`config.mk`:
```
export PLATFORM = sky130hd
export DESIGN_NAME = ffha_ctrl
export DESIGN_NICKNAME = d
export VERILOG_FILES = /design/src/hw/rtl/ffha_pkg.sv /design/src/hw/rtl/ffha_ctrl.sv
export SDC_FILE = /design/constraint.sdc
export NUM_CORES = 1
export LEC_CHECK = 0
export BUFFER_PORTS_ARGS = -buffer_cell sky130_fd_sc_hd__buf_4
export CORE_MARGIN = 4
export CORE_UTILIZATION = 52
export DETAILED_ROUTE_END_ITERATION = 10
export PLACE_DENSITY = 0.83
export SETUP_SLACK_MARGIN = 0.4
export SLEW_MARGIN = 10
export SYNTH_ARGS = -nofsm -noshare
export SYNTH_HDL_FRONTEND = slang
export SYNTH_SLANG_ARGS = --single-unit
```
`constraint.sdc`:
```
create_clock -name clk -period 3 [get_ports clk]
set_input_delay 0.6 -clock clk [delete_from_list [all_inputs] [get_ports clk]]
set_output_delay 0.6 -clock clk [all_outputs]
set_load 0.1 [all_outputs]
```
`src/hw/rtl/ffha_pkg.sv`:
```
// ffha_pkg: shared types and codes for the first-fit heap allocator
// holds the result codes and the command/status bundles between controller and datapath
// no dependencies
package ffha_pkg;

    // result codes
    localparam logic [2:0] RES_OK      = 3'd0;
    localparam logic [2:0] RES_NULL    = 3'd1;
    localparam logic [2:0] RES_NOSPACE = 3'd2;
    localparam logic [2:0] RES_BADPTR  = 3'd3;
    localparam logic [2:0] RES_FULL    = 3'd4;

    // which table a scan walks and what it looks for
    typedef enum logic [1:0] {
        SC_FIT  = 2'd0,
        SC_USED = 2'd1,
        SC_NBR  = 2'd2
    } ffha_scan_t;

    typedef struct packed {
        logic       load;
        logic       decode;
        logic       scan_start;
        logic       scan_step;
        ffha_scan_t scan_sel;
        logic       bad_ptr;
        logic       alloc_hit;
        logic       alloc_top;
        logic       free_upd;
        logic       shift_start;
        logic       sh_used;
        logic       shift_rd;
        logic       shift_wr;
        logic       shift_end;
        logic       finish;
    } ffha_cmd_t;

    typedef struct packed {
        logic early;
        logic is_free;
        logic scan_done;
        logic fit_hit;
        logic used_hit;
        logic exact;
        logic both;
        logic any_nbr;
        logic free_full;
        logic shift_last;
        logic out_ready;
    } ffha_stat_t;

endpackage

```
`src/hw/rtl/ffha_ctrl.sv`:
```
// ffha_ctrl: sequencing state machine of the heap allocator
// depends on ffha_pkg for the command and status bundles
module ffha_ctrl (
    input  logic                 clk,
    input  logic                 rst_n,
    input  logic                 req_valid,
    output logic                 req_stall,
    input  ffha_pkg::ffha_stat_t stat,
    output ffha_pkg::ffha_cmd_t  cmd
);
    import ffha_pkg::*;

    typedef enum logic [8:0] {
        S_IDLE      = 9'b000000001,
        S_DECODE    = 9'b000000010,
        S_SCAN      = 9'b000000100,
        S_ALLOC_HIT = 9'b000001000,
        S_ALLOC_TOP = 9'b000010000,
        S_FREE_UPD  = 9'b000100000,
        S_SHIFT_RD  = 9'b001000000,
        S_SHIFT_WR  = 9'b010000000,
        S_FINISH    = 9'b100000000
    } ffha_state_t;

    ffha_state_t state_reg, state_next;
    ffha_scan_t  sel_reg, sel_next;
    logic        used_pend_reg, used_pend_next;

    assign req_stall = (state_reg != S_IDLE);

    always_comb
    begin
        state_next     = state_reg;
        sel_next       = sel_reg;
        used_pend_next = used_pend_reg;
        cmd            = '0;
        cmd.scan_sel   = sel_reg;
        unique case (state_reg)
            S_IDLE:
            begin
                if (req_valid)
                begin
                    cmd.load   = 1'b1;
                    state_next = S_DECODE;
                end
            end
            S_DECODE:
            begin
                cmd.decode = 1'b1;
                if (stat.early)
                begin
                    state_next = S_FINISH;
                end
                else
                begin
                    cmd.scan_start = 1'b1;
                    cmd.scan_sel   = stat.is_free ? SC_USED : SC_FIT;
                    sel_next       = cmd.scan_sel;
                    state_next     = S_SCAN;
                end
            end
            S_SCAN:
            begin
                cmd.scan_step = 1'b1;
                if (stat.scan_done)
                begin
                    unique case (sel_reg)
                        SC_FIT:
                        begin
                            state_next = stat.fit_hit ? S_ALLOC_HIT : S_ALLOC_TOP;
                        end
                        SC_USED:
                        begin
                            if (stat.used_hit)
                            begin
                                // found the chunk, now look for free neighbors
                                cmd.scan_start = 1'b1;
                                sel_next       = SC_NBR;
                            end
                            else
                            begin
                                cmd.bad_ptr = 1'b1;
                                state_next  = S_FINISH;
                            end
                        end
                        default:
                        begin
                            state_next = S_FREE_UPD;
                        end
                    endcase
                end
            end
            S_ALLOC_HIT:
            begin
                cmd.alloc_hit = 1'b1;
                if (stat.exact)
                begin
                    cmd.shift_start = 1'b1;
                    used_pend_next  = 1'b0;
                    state_next      = S_SHIFT_RD;
                end
                else
                begin
                    state_next = S_FINISH;
                end
            end
            S_ALLOC_TOP:
            begin
                cmd.alloc_top = 1'b1;
                state_next    = S_FINISH;
            end
            S_FREE_UPD:
            begin
                cmd.free_upd = 1'b1;
                priority if (stat.both)
                begin
                    cmd.shift_start = 1'b1;
                    used_pend_next  = 1'b1;
                    state_next      = S_SHIFT_RD;
                end
                else if (stat.free_full)
                begin
                    state_next = S_FINISH;
                end
                else
                begin
                    cmd.shift_start = 1'b1;
                    cmd.sh_used     = 1'b1;
                    used_pend_next  = 1'b0;
                    state_next      = S_SHIFT_RD;
                end
            end
            S_SHIFT_RD:
            begin
                if (stat.shift_last)
                begin
                    cmd.shift_end = 1'b1;
                    if (used_pend_reg)
                    begin
                        cmd.shift_start = 1'b1;
                        cmd.sh_used     = 1'b1;
                        used_pend_next  = 1'b0;
                    end
                    else
                    begin
                        state_next = S_FINISH;
                    end
                end
                else
                begin
                    cmd.shift_rd = 1'b1;
                    state_next   = S_SHIFT_WR;
                end
            end
            S_SHIFT_WR:
            begin
                cmd.shift_wr = 1'b1;
                state_next   = S_SHIFT_RD;
            end
            S_FINISH:
            begin
                if (stat.out_ready)
                begin
                    cmd.finish = 1'b1;
                    state_next = S_IDLE;
                end
            end
            default:
            begin
                state_next = S_IDLE;
            end
        endcase
    end

    always_ff @(posedge clk or negedge rst_n)
    begin
        if (!rst_n)
        begin
            state_reg     <= S_IDLE;
            sel_reg       <= SC_FIT;
            used_pend_reg <= 1'b0;
        end
        else
        begin
            state_reg     <= state_next;
            sel_reg       <= sel_next;
            used_pend_reg <= used_pend_next;
        end
    end

endmodule

```
==> results of run 1 <==
==> cells in the mapped netlist (all sizes together) <==
cell type / instances / share of area [%]
nand2: 8 / 3.4
o31ai: 2 / 1.7
mux2: 1 / 1.3
a21bo: 1 / 1.1
a21oi: 2 / 1.1
dfrtp: 11 / 31
nand4: 4 / 2.8
or2: 1 / 0.70
and3b: 2 / 2.0
a2111oi: 1 / 0.98
nand3b: 1 / 0.84
o21ai: 6 / 3.4
o2111ai: 1 / 0.98
buf: 4 / 3.2
nand2b: 1 / 0.70
or4: 1 / 0.84
o2bb2ai: 1 / 0.98
nor4b: 2 / 2.7
dfstp: 1 / 2.9
nor4: 5 / 5.9
nor3b: 2 / 2.2
and3: 1 / 0.70
xnor2: 1 / 0.98
nor3: 4 / 2.8
o311ai: 1 / 0.98
xor2: 2 / 2.0
a31oi: 1 / 0.70
a32o: 1 / 1.1
and2: 1 / 0.70
nor2b: 3 / 2.1
a22oi: 1 / 0.84
nand3: 5 / 3.9
inv: 8 / 3.4
and4b: 3 / 3.4
nand4b: 1 / 0.98
nor2: 12 / 5.0
==> through the flow <==
step / setup slack [ns] / cells / instance area [sq um] / util [%]
4_1_cts: 0.396 / 159 / 1360 / 87.2
3_5_place_dp: 0.424 / 148 / 1220 / 78.6
3_3_place_gp: 0.482 / 148 / 1220 / 78.6
2_1_floorplan: 0.244 / 103 / 986 / -
==> what timing repair did <==
item / 4_1_cts
pin swaps: 7
setup buffers: 7
resized for setup: 13
endpoints found under the setup margin: 6
==> cells by family after synthesis <==
| group | count (synthesis) |
|---|---|
| XOR/XNOR | 3 |
| flip-flops | 12 |
| buffers and inverters | 12 |
| multiplexers | 1 |
| AND/OR/NAND/NOR | 57 |
| AO/OA/AOI/OAI | 18 |
==> metrics.txt, run 1 <==
clock tree buffer depth 2; Post-DP HPWL 2.07 mm; Error [ERROR DPL-0033] detailed placement checks failed during check placement.; Gate Count Post-Synth just over 100; Post-Synth XOR/XNOR Area between 2 and 3%; CTS buffer count 3; Chip Height between 40 and 50 microns; Seq cells post-synth 12; Synth Area in Adders 0%; GR repair worst EP cmd[4]; placement row count 14; Synth cell types 44; multiplexer share of the synthesized area around 1.3%; Synth Area in Simple Gates about two fifths; kind of the worst endpoint top-level output; starting density of the core a little under three fifths; Synth Area in Compound Gates between 10 and 15%; initial antenna violation count 0; clock sink count 12; synthesized area a little under 900 sq um; syn nets approximately 120; Avg Inst Size Synth approximately 8.7 sq um; last stage reached 5_1_grt; # port buffers 29; hold_buf cts 0; status did not finish; num ports 31; clk root buf clkbuf_4; CTS H-tree depth 1; Seq/Total Area, Yosys 33.8%; synth warn 0; combinational family with the most area after synthesis simple AND/OR/NAND/NOR gates; DIE WIDTH 49.5 microns; largest net degree at the start of global routing 13; routability congestion estimate roughly 0.87
==> run 2: changes to the inputs <==
- CORE_AREA: unset -> 4 4 65 67
- CORE_MARGIN: 4 -> unset
- CORE_UTILIZATION: 52 -> unset
- DIE_AREA: unset -> 0 0 69 71
- PLACE_DENSITY: 0.83 -> unset
- PLACE_DENSITY_LB_ADDON: unset -> 0.15
- SETUP_SLACK_MARGIN: 0.4 -> unset
==> run 2 against run 1 <==
Net effect: the run now ends clean; synthesized cell count is the same; synthesized area is the same.
==> metrics.txt, run 2 <==
critical path startpoint state_reg[7]; # setup viols final 0; fraction of layout cells with a size suffix above 1 between 40% and 50%; share of the synthesized area in the top cell type a little under a third; final net count ~150; DIE WIDTH about 70 microns; Worst Hold Class in2async; total congestion overflow 0; EDFF count, synth 0; Synth cell types 44; Worst-Skew Late Latency approximately 0.24 ns; Synth-to-Final Area Change 44.8%; Max VDD drop between 300 and 400 uV; Power per Cell Area about 770 mW/mm^2; Detailed Routing Iterations Pass 1 4; Synth Flop Type dfrtp_1; Total Power 0.991 mW; clock tree buffer depth 2; largest net degree at the start of global routing 13; dpl cells about 180; crit path kind reg2out; final hold violations 0; CP startpoint kind flip-flop; synth warn 0; crit path to cmd[10]; syn nets between 100 and 150; sum of negative setup slack 0 ns; period utilization around 93%; Worst EP arrival approximately 2.2 ns; Final Cell Area ~0.0013 sq mm; Seq cells post-synth 12; leakage power a little over 0.6 nW; Antenna Nets Post-Route 0; routed vias ~950; Post-DP HPWL approximately 2.2 mm; Layout fillers between 300 and 400; setup slack after layout 0.196 ns; Avg Inst Size Synth slightly below 9 sq um; R2R depth 5; CTS H-tree depth 1; All-Layer GR Usage about an eighth; Fin Hold WS approximately 0.19 ns; first-pass GRT wire length between 4 and 5 mm; Initial DRC Count 38; Slew Limit Fails 0; commonest non-fill, non-tap cell in the layout buf_4; Post-synth ARST share 100%; synthesized area between 800 and 900 sq um; Fin Clk Skew just over 0.002 ns; initial antenna violation count 0; final non-filler cell total between 150 and 200; status finished clean; Seq/Total Area, Yosys 33.8%; wire per inst 14.6 microns; Post-Route Utilization 35.6%; synth top area cells dfrtp_1 31%, nor2_1 5.0%, and4b_1 3.4%; Worst Tran Pin Value about 0.39 ns; vias per cell ~5.1; DRC Markers 0; fin crit period between 2 and 3 ns; Gate Count Post-Synth between 100 and 150; CP Data Required Time roughly 2.4 ns; clock sink count 12; routability congestion estimate slightly above 0.8; reg2reg end state_reg[8]; Yosys top cell by area dfrtp_1; commonest cells after routing, fill and taps aside 36 x buf_4, 11 x dfrtp_1, 10 x nor2_1; vias in the first global route ~1000; Routed Wire Length about 2.7 mm; critical-path maximum fanout 7; max FFs per register 9; unrepaired setup endpoints after global routing false; relative slew slack between 70 and 80%; Crit. End Element primary output; Synth top cells by count 12 x nor2_1, 11 x dfrtp_1, 8 x inv_1, 8 x nand2_1, 6 x o21ai_0; reg2reg start state_reg[7]; hold_buf cts 0; # port buffers 29; pre-CTS setup slack 0.458 ns; PostCTS Resize Cnt 0; clk root buf clkbuf_8; CTS buffer count 3; reg2reg setup slack roughly 1.1 ns; CTS tree built; Chip Height a little over 70 microns; Reg clk slew, reported paths around 0.050 ns; die footprint 0.00490 sq mm; Achievable Freq 357 MHz; area of placed instances approximately 0.0012 sq mm; Max-Cap Viols 0; Core Box Area between 0.003 and 0.004 sq mm; most frequent cell after synthesis nor2_1; starting density of the core between 20% and 30%; num ports 31; placement row count 22; Post-CTS Setup Bufs 0; diodes inserted 0
==> run 2: worst min path at each step <==
stage / endpoint / slack, ns
global placement: state_reg[7] / 0.45
floorplan: sel_reg[0] / 0.30
global route: state_reg[5] / 0.20
detailed placement: state_reg[7] / 0.46
CTS: state_reg[8] / 0.19
finish: state_reg[8] / 0.19
==> run 2: kinds of logic after synthesis <==
logic type	Yosys count	share of synthesized area (%)
AO/OA/AOI/OAI	18	13.9
XOR/XNOR	3	2.94
buffers and inverters	12	6.58
flip-flops	12	33.8
multiplexers	1	1.26
AND/OR/NAND/NOR	57	41.6
==> run 2: metal layers <==
| layer | track usage, % | part of all wire, % | vias up |
|---|---|---|---|
| li1 | - | - | 455 |
| met1 | 15.1 | 43 | 457 |
| met2 | 19.5 | 51 | 31 |
| met3 | 3.84 | 5.8 | 2 |
| met4 | 1.95 | 0.44 | 0 |
| met5 | 0 | 0 | - |
==> run 2: final cells by class <==
cell class | count | area [sq um] | share of cell area [%]
multi-input combinational | 79 | 573 | 44.3
inverter | 8 | 33.8 | 2.61
sequential | 12 | 302 | 23.3
timing repair buffer | 36 | 270 | 20.9
clock buffer | 4 | 55.1 | 4.26
tap | 48 | 60.1 | 4.64
==> run 2: report_power, final <==
group	internal (mW)	switching (mW)
Combinational	0.170	0.413
Sequential	0.194	0.0367
Clock	0.116	0.0616
Total	0.480	0.511
==> run 2: worst max-delay path, stage by stage (launching register included) <==
cell and delay (ns):
dfrtp_1 0.47, nor4_2 0.45, nand4_1 0.19, nor2_1 0.25, mux2_2 0.37, buf_4 0.23
No activity file was read; power rests on OpenSTA's default activity.
==> run 3: changes to the inputs <==
- CORE_AREA: 4 4 65 67 -> 2 2 63 65
- DIE_AREA: 0 0 69 71 -> 0 0 65 67
- GPL_ROUTABILITY_DRIVEN: unset -> 0
- PLACE_DENSITY_LB_ADDON: 0.15 -> unset
==> run 3 against run 2 <==
Net effect: sequential power is essentially flat; critical endpoint unchanged; largest cell class unchanged; clock skew shrank 0.0015 ns; core utilization shrank 0.14 points.
==> metrics.txt, run 3 (synthesized netlist as in run 2, its figures left out) <==
area of the multi-input gates around 570 sq um; DRC Markers 0; clock tree buffer depth 2; # port buffers 29; met1 wire length approximately 1.2 mm; placement row count 22; Total Power 0.995 mW; DIE WIDTH roughly 65 microns; Worst Tran Pin Value about 0.52 ns; Layout fillers around 380; routed wire length on met3 187 microns; largest net degree at the start of global routing 13; Reg clk slew, reported paths about 0.060 ns; fin crit period around 2.8 ns; max FFs per register 9; Synth-to-Final Area Change 43.1%; Chip Height 67 microns; fraction of layout cells with a size suffix above 1 roughly two fifths; CP Data Required Time approximately 2.4 ns; PostCTS Resize Cnt 0; Detailed Routing Iterations Pass 1 4; CTS H-tree depth 1; CTS buffer count 3; pre-CTS setup slack roughly 0.42 ns; All-Layer GR Usage a little over an eighth; met2 WL approximately 1.2 mm; crit path kind reg2out; register area just over 300 sq um; Core Box Area approximately 0.0036 sq mm; leakage power approximately 0.61 nW; Routed Wire Length between 2 and 3 mm; highest metal used met4; Slew Limit Fails 0; Crit. End Element primary output; num ports 31; first-pass GRT wire length about 4.4 mm; clock sink count 12; Achievable Freq 351 MHz; final net count roughly 150; CP startpoint kind flip-flop; period utilization a little over nine tenths; Worst-Skew Late Latency ~0.24 ns; Max VDD drop approximately 460 uV; clk root buf clkbuf_8; vias in the first global route a little under 1000; relative slew slack between 60% and 70%; critical-path maximum fanout 9; Post-DP HPWL just over 2 mm; Worst EP arrival 2.25 ns; die footprint 0.00436 sq mm; final hold violations 0; commonest cells after routing, fill and taps aside 34 x buf_4, 11 x dfrtp_1, 10 x nor2_1; routed vias 950; setup slack after layout 0.155 ns; Fin Clk Skew around 0.00053 ns; status finished clean; commonest non-fill, non-tap cell in the layout buf_4; Worst Hold Class in2async; Initial DRC Count 19; Max-Cap Viols 0; wire per inst ~14 microns; # setup viols final 0; CTS tree built; Antenna Nets Post-Route 0; total congestion overflow 0; diodes inserted 0; Post-CTS Setup Bufs 0; hold_buf cts 0; Power per Cell Area just under 800 mW/mm^2; vias per cell 5.14; unrepaired setup endpoints after global routing false; initial antenna violation count 0; starting density of the core between 20% and 30%; Post-Route Utilization 35.5%
==> run 3: worst max-delay path, stage by stage (launching register included) <==
cell and delay (ns):
dfrtp_1 0.51, nor4_2 0.45, nand4_1 0.20, nor2_1 0.24
mux2_2 0.37, buf_4 0.23
==> run 3: through the flow <==
step / TNS, ns / hold WS [ns] / instances / instance area [sq um]
after global routing: 0 / 0.199 / 185 / 1280
final: 0 / 0.188 / 185 / 1280
after floorplan: -0.266 / 0.304 / 103 / 937
after global placement: 0 / 0.453 / 181 / 1220
after CTS: 0 / 0.193 / 185 / 1280
after detailed placement: 0 / 0.458 / 181 / 1220
==> run 3: worst paths after layout <==
| check | start | to | slack, ns | cells after the start |
|---|---|---|---|---|
| hold reg to reg | used_pend_reg | used_pend_reg | 0.51 | 2 |
| setup reg to reg | state_reg[0] | state_reg[4] | 1.07 | 6 |
| min in group clk | used_pend_reg | used_pend_reg | 0.51 | 2 |
| max in group asynchronous | rst_n | state_reg[0] | 2.58 | 1 |
| setup / recovery | state_reg[6] | cmd[10] | 0.15 | 5 |
| hold / removal | rst_n | state_reg[4] | 0.19 | 1 |
==> run 3: where the power goes <==
group          internal [mW]  leakage, nW  switching, mW
logic                  0.167        0.420          0.413
clock network          0.116       0.0288         0.0664
registers              0.194        0.157         0.0391
total                  0.477        0.606          0.518
==> run 3: layout make-up <==
type	instances	share of cell area [%]
Inverter	8	2.64
Timing Repair Buffer	34	20.0
Tap cell	48	4.70
Sequential cell	12	23.6
Clock buffer	4	4.31
Multi-Input combinational cell	79	44.8
==> run 3: metal layers <==
metal  vias up  track usage, %
met4         0            3.72
met2        40            22.6
met5         -               0
met1       453            16.0
li1        450               -
met3         7            3.55
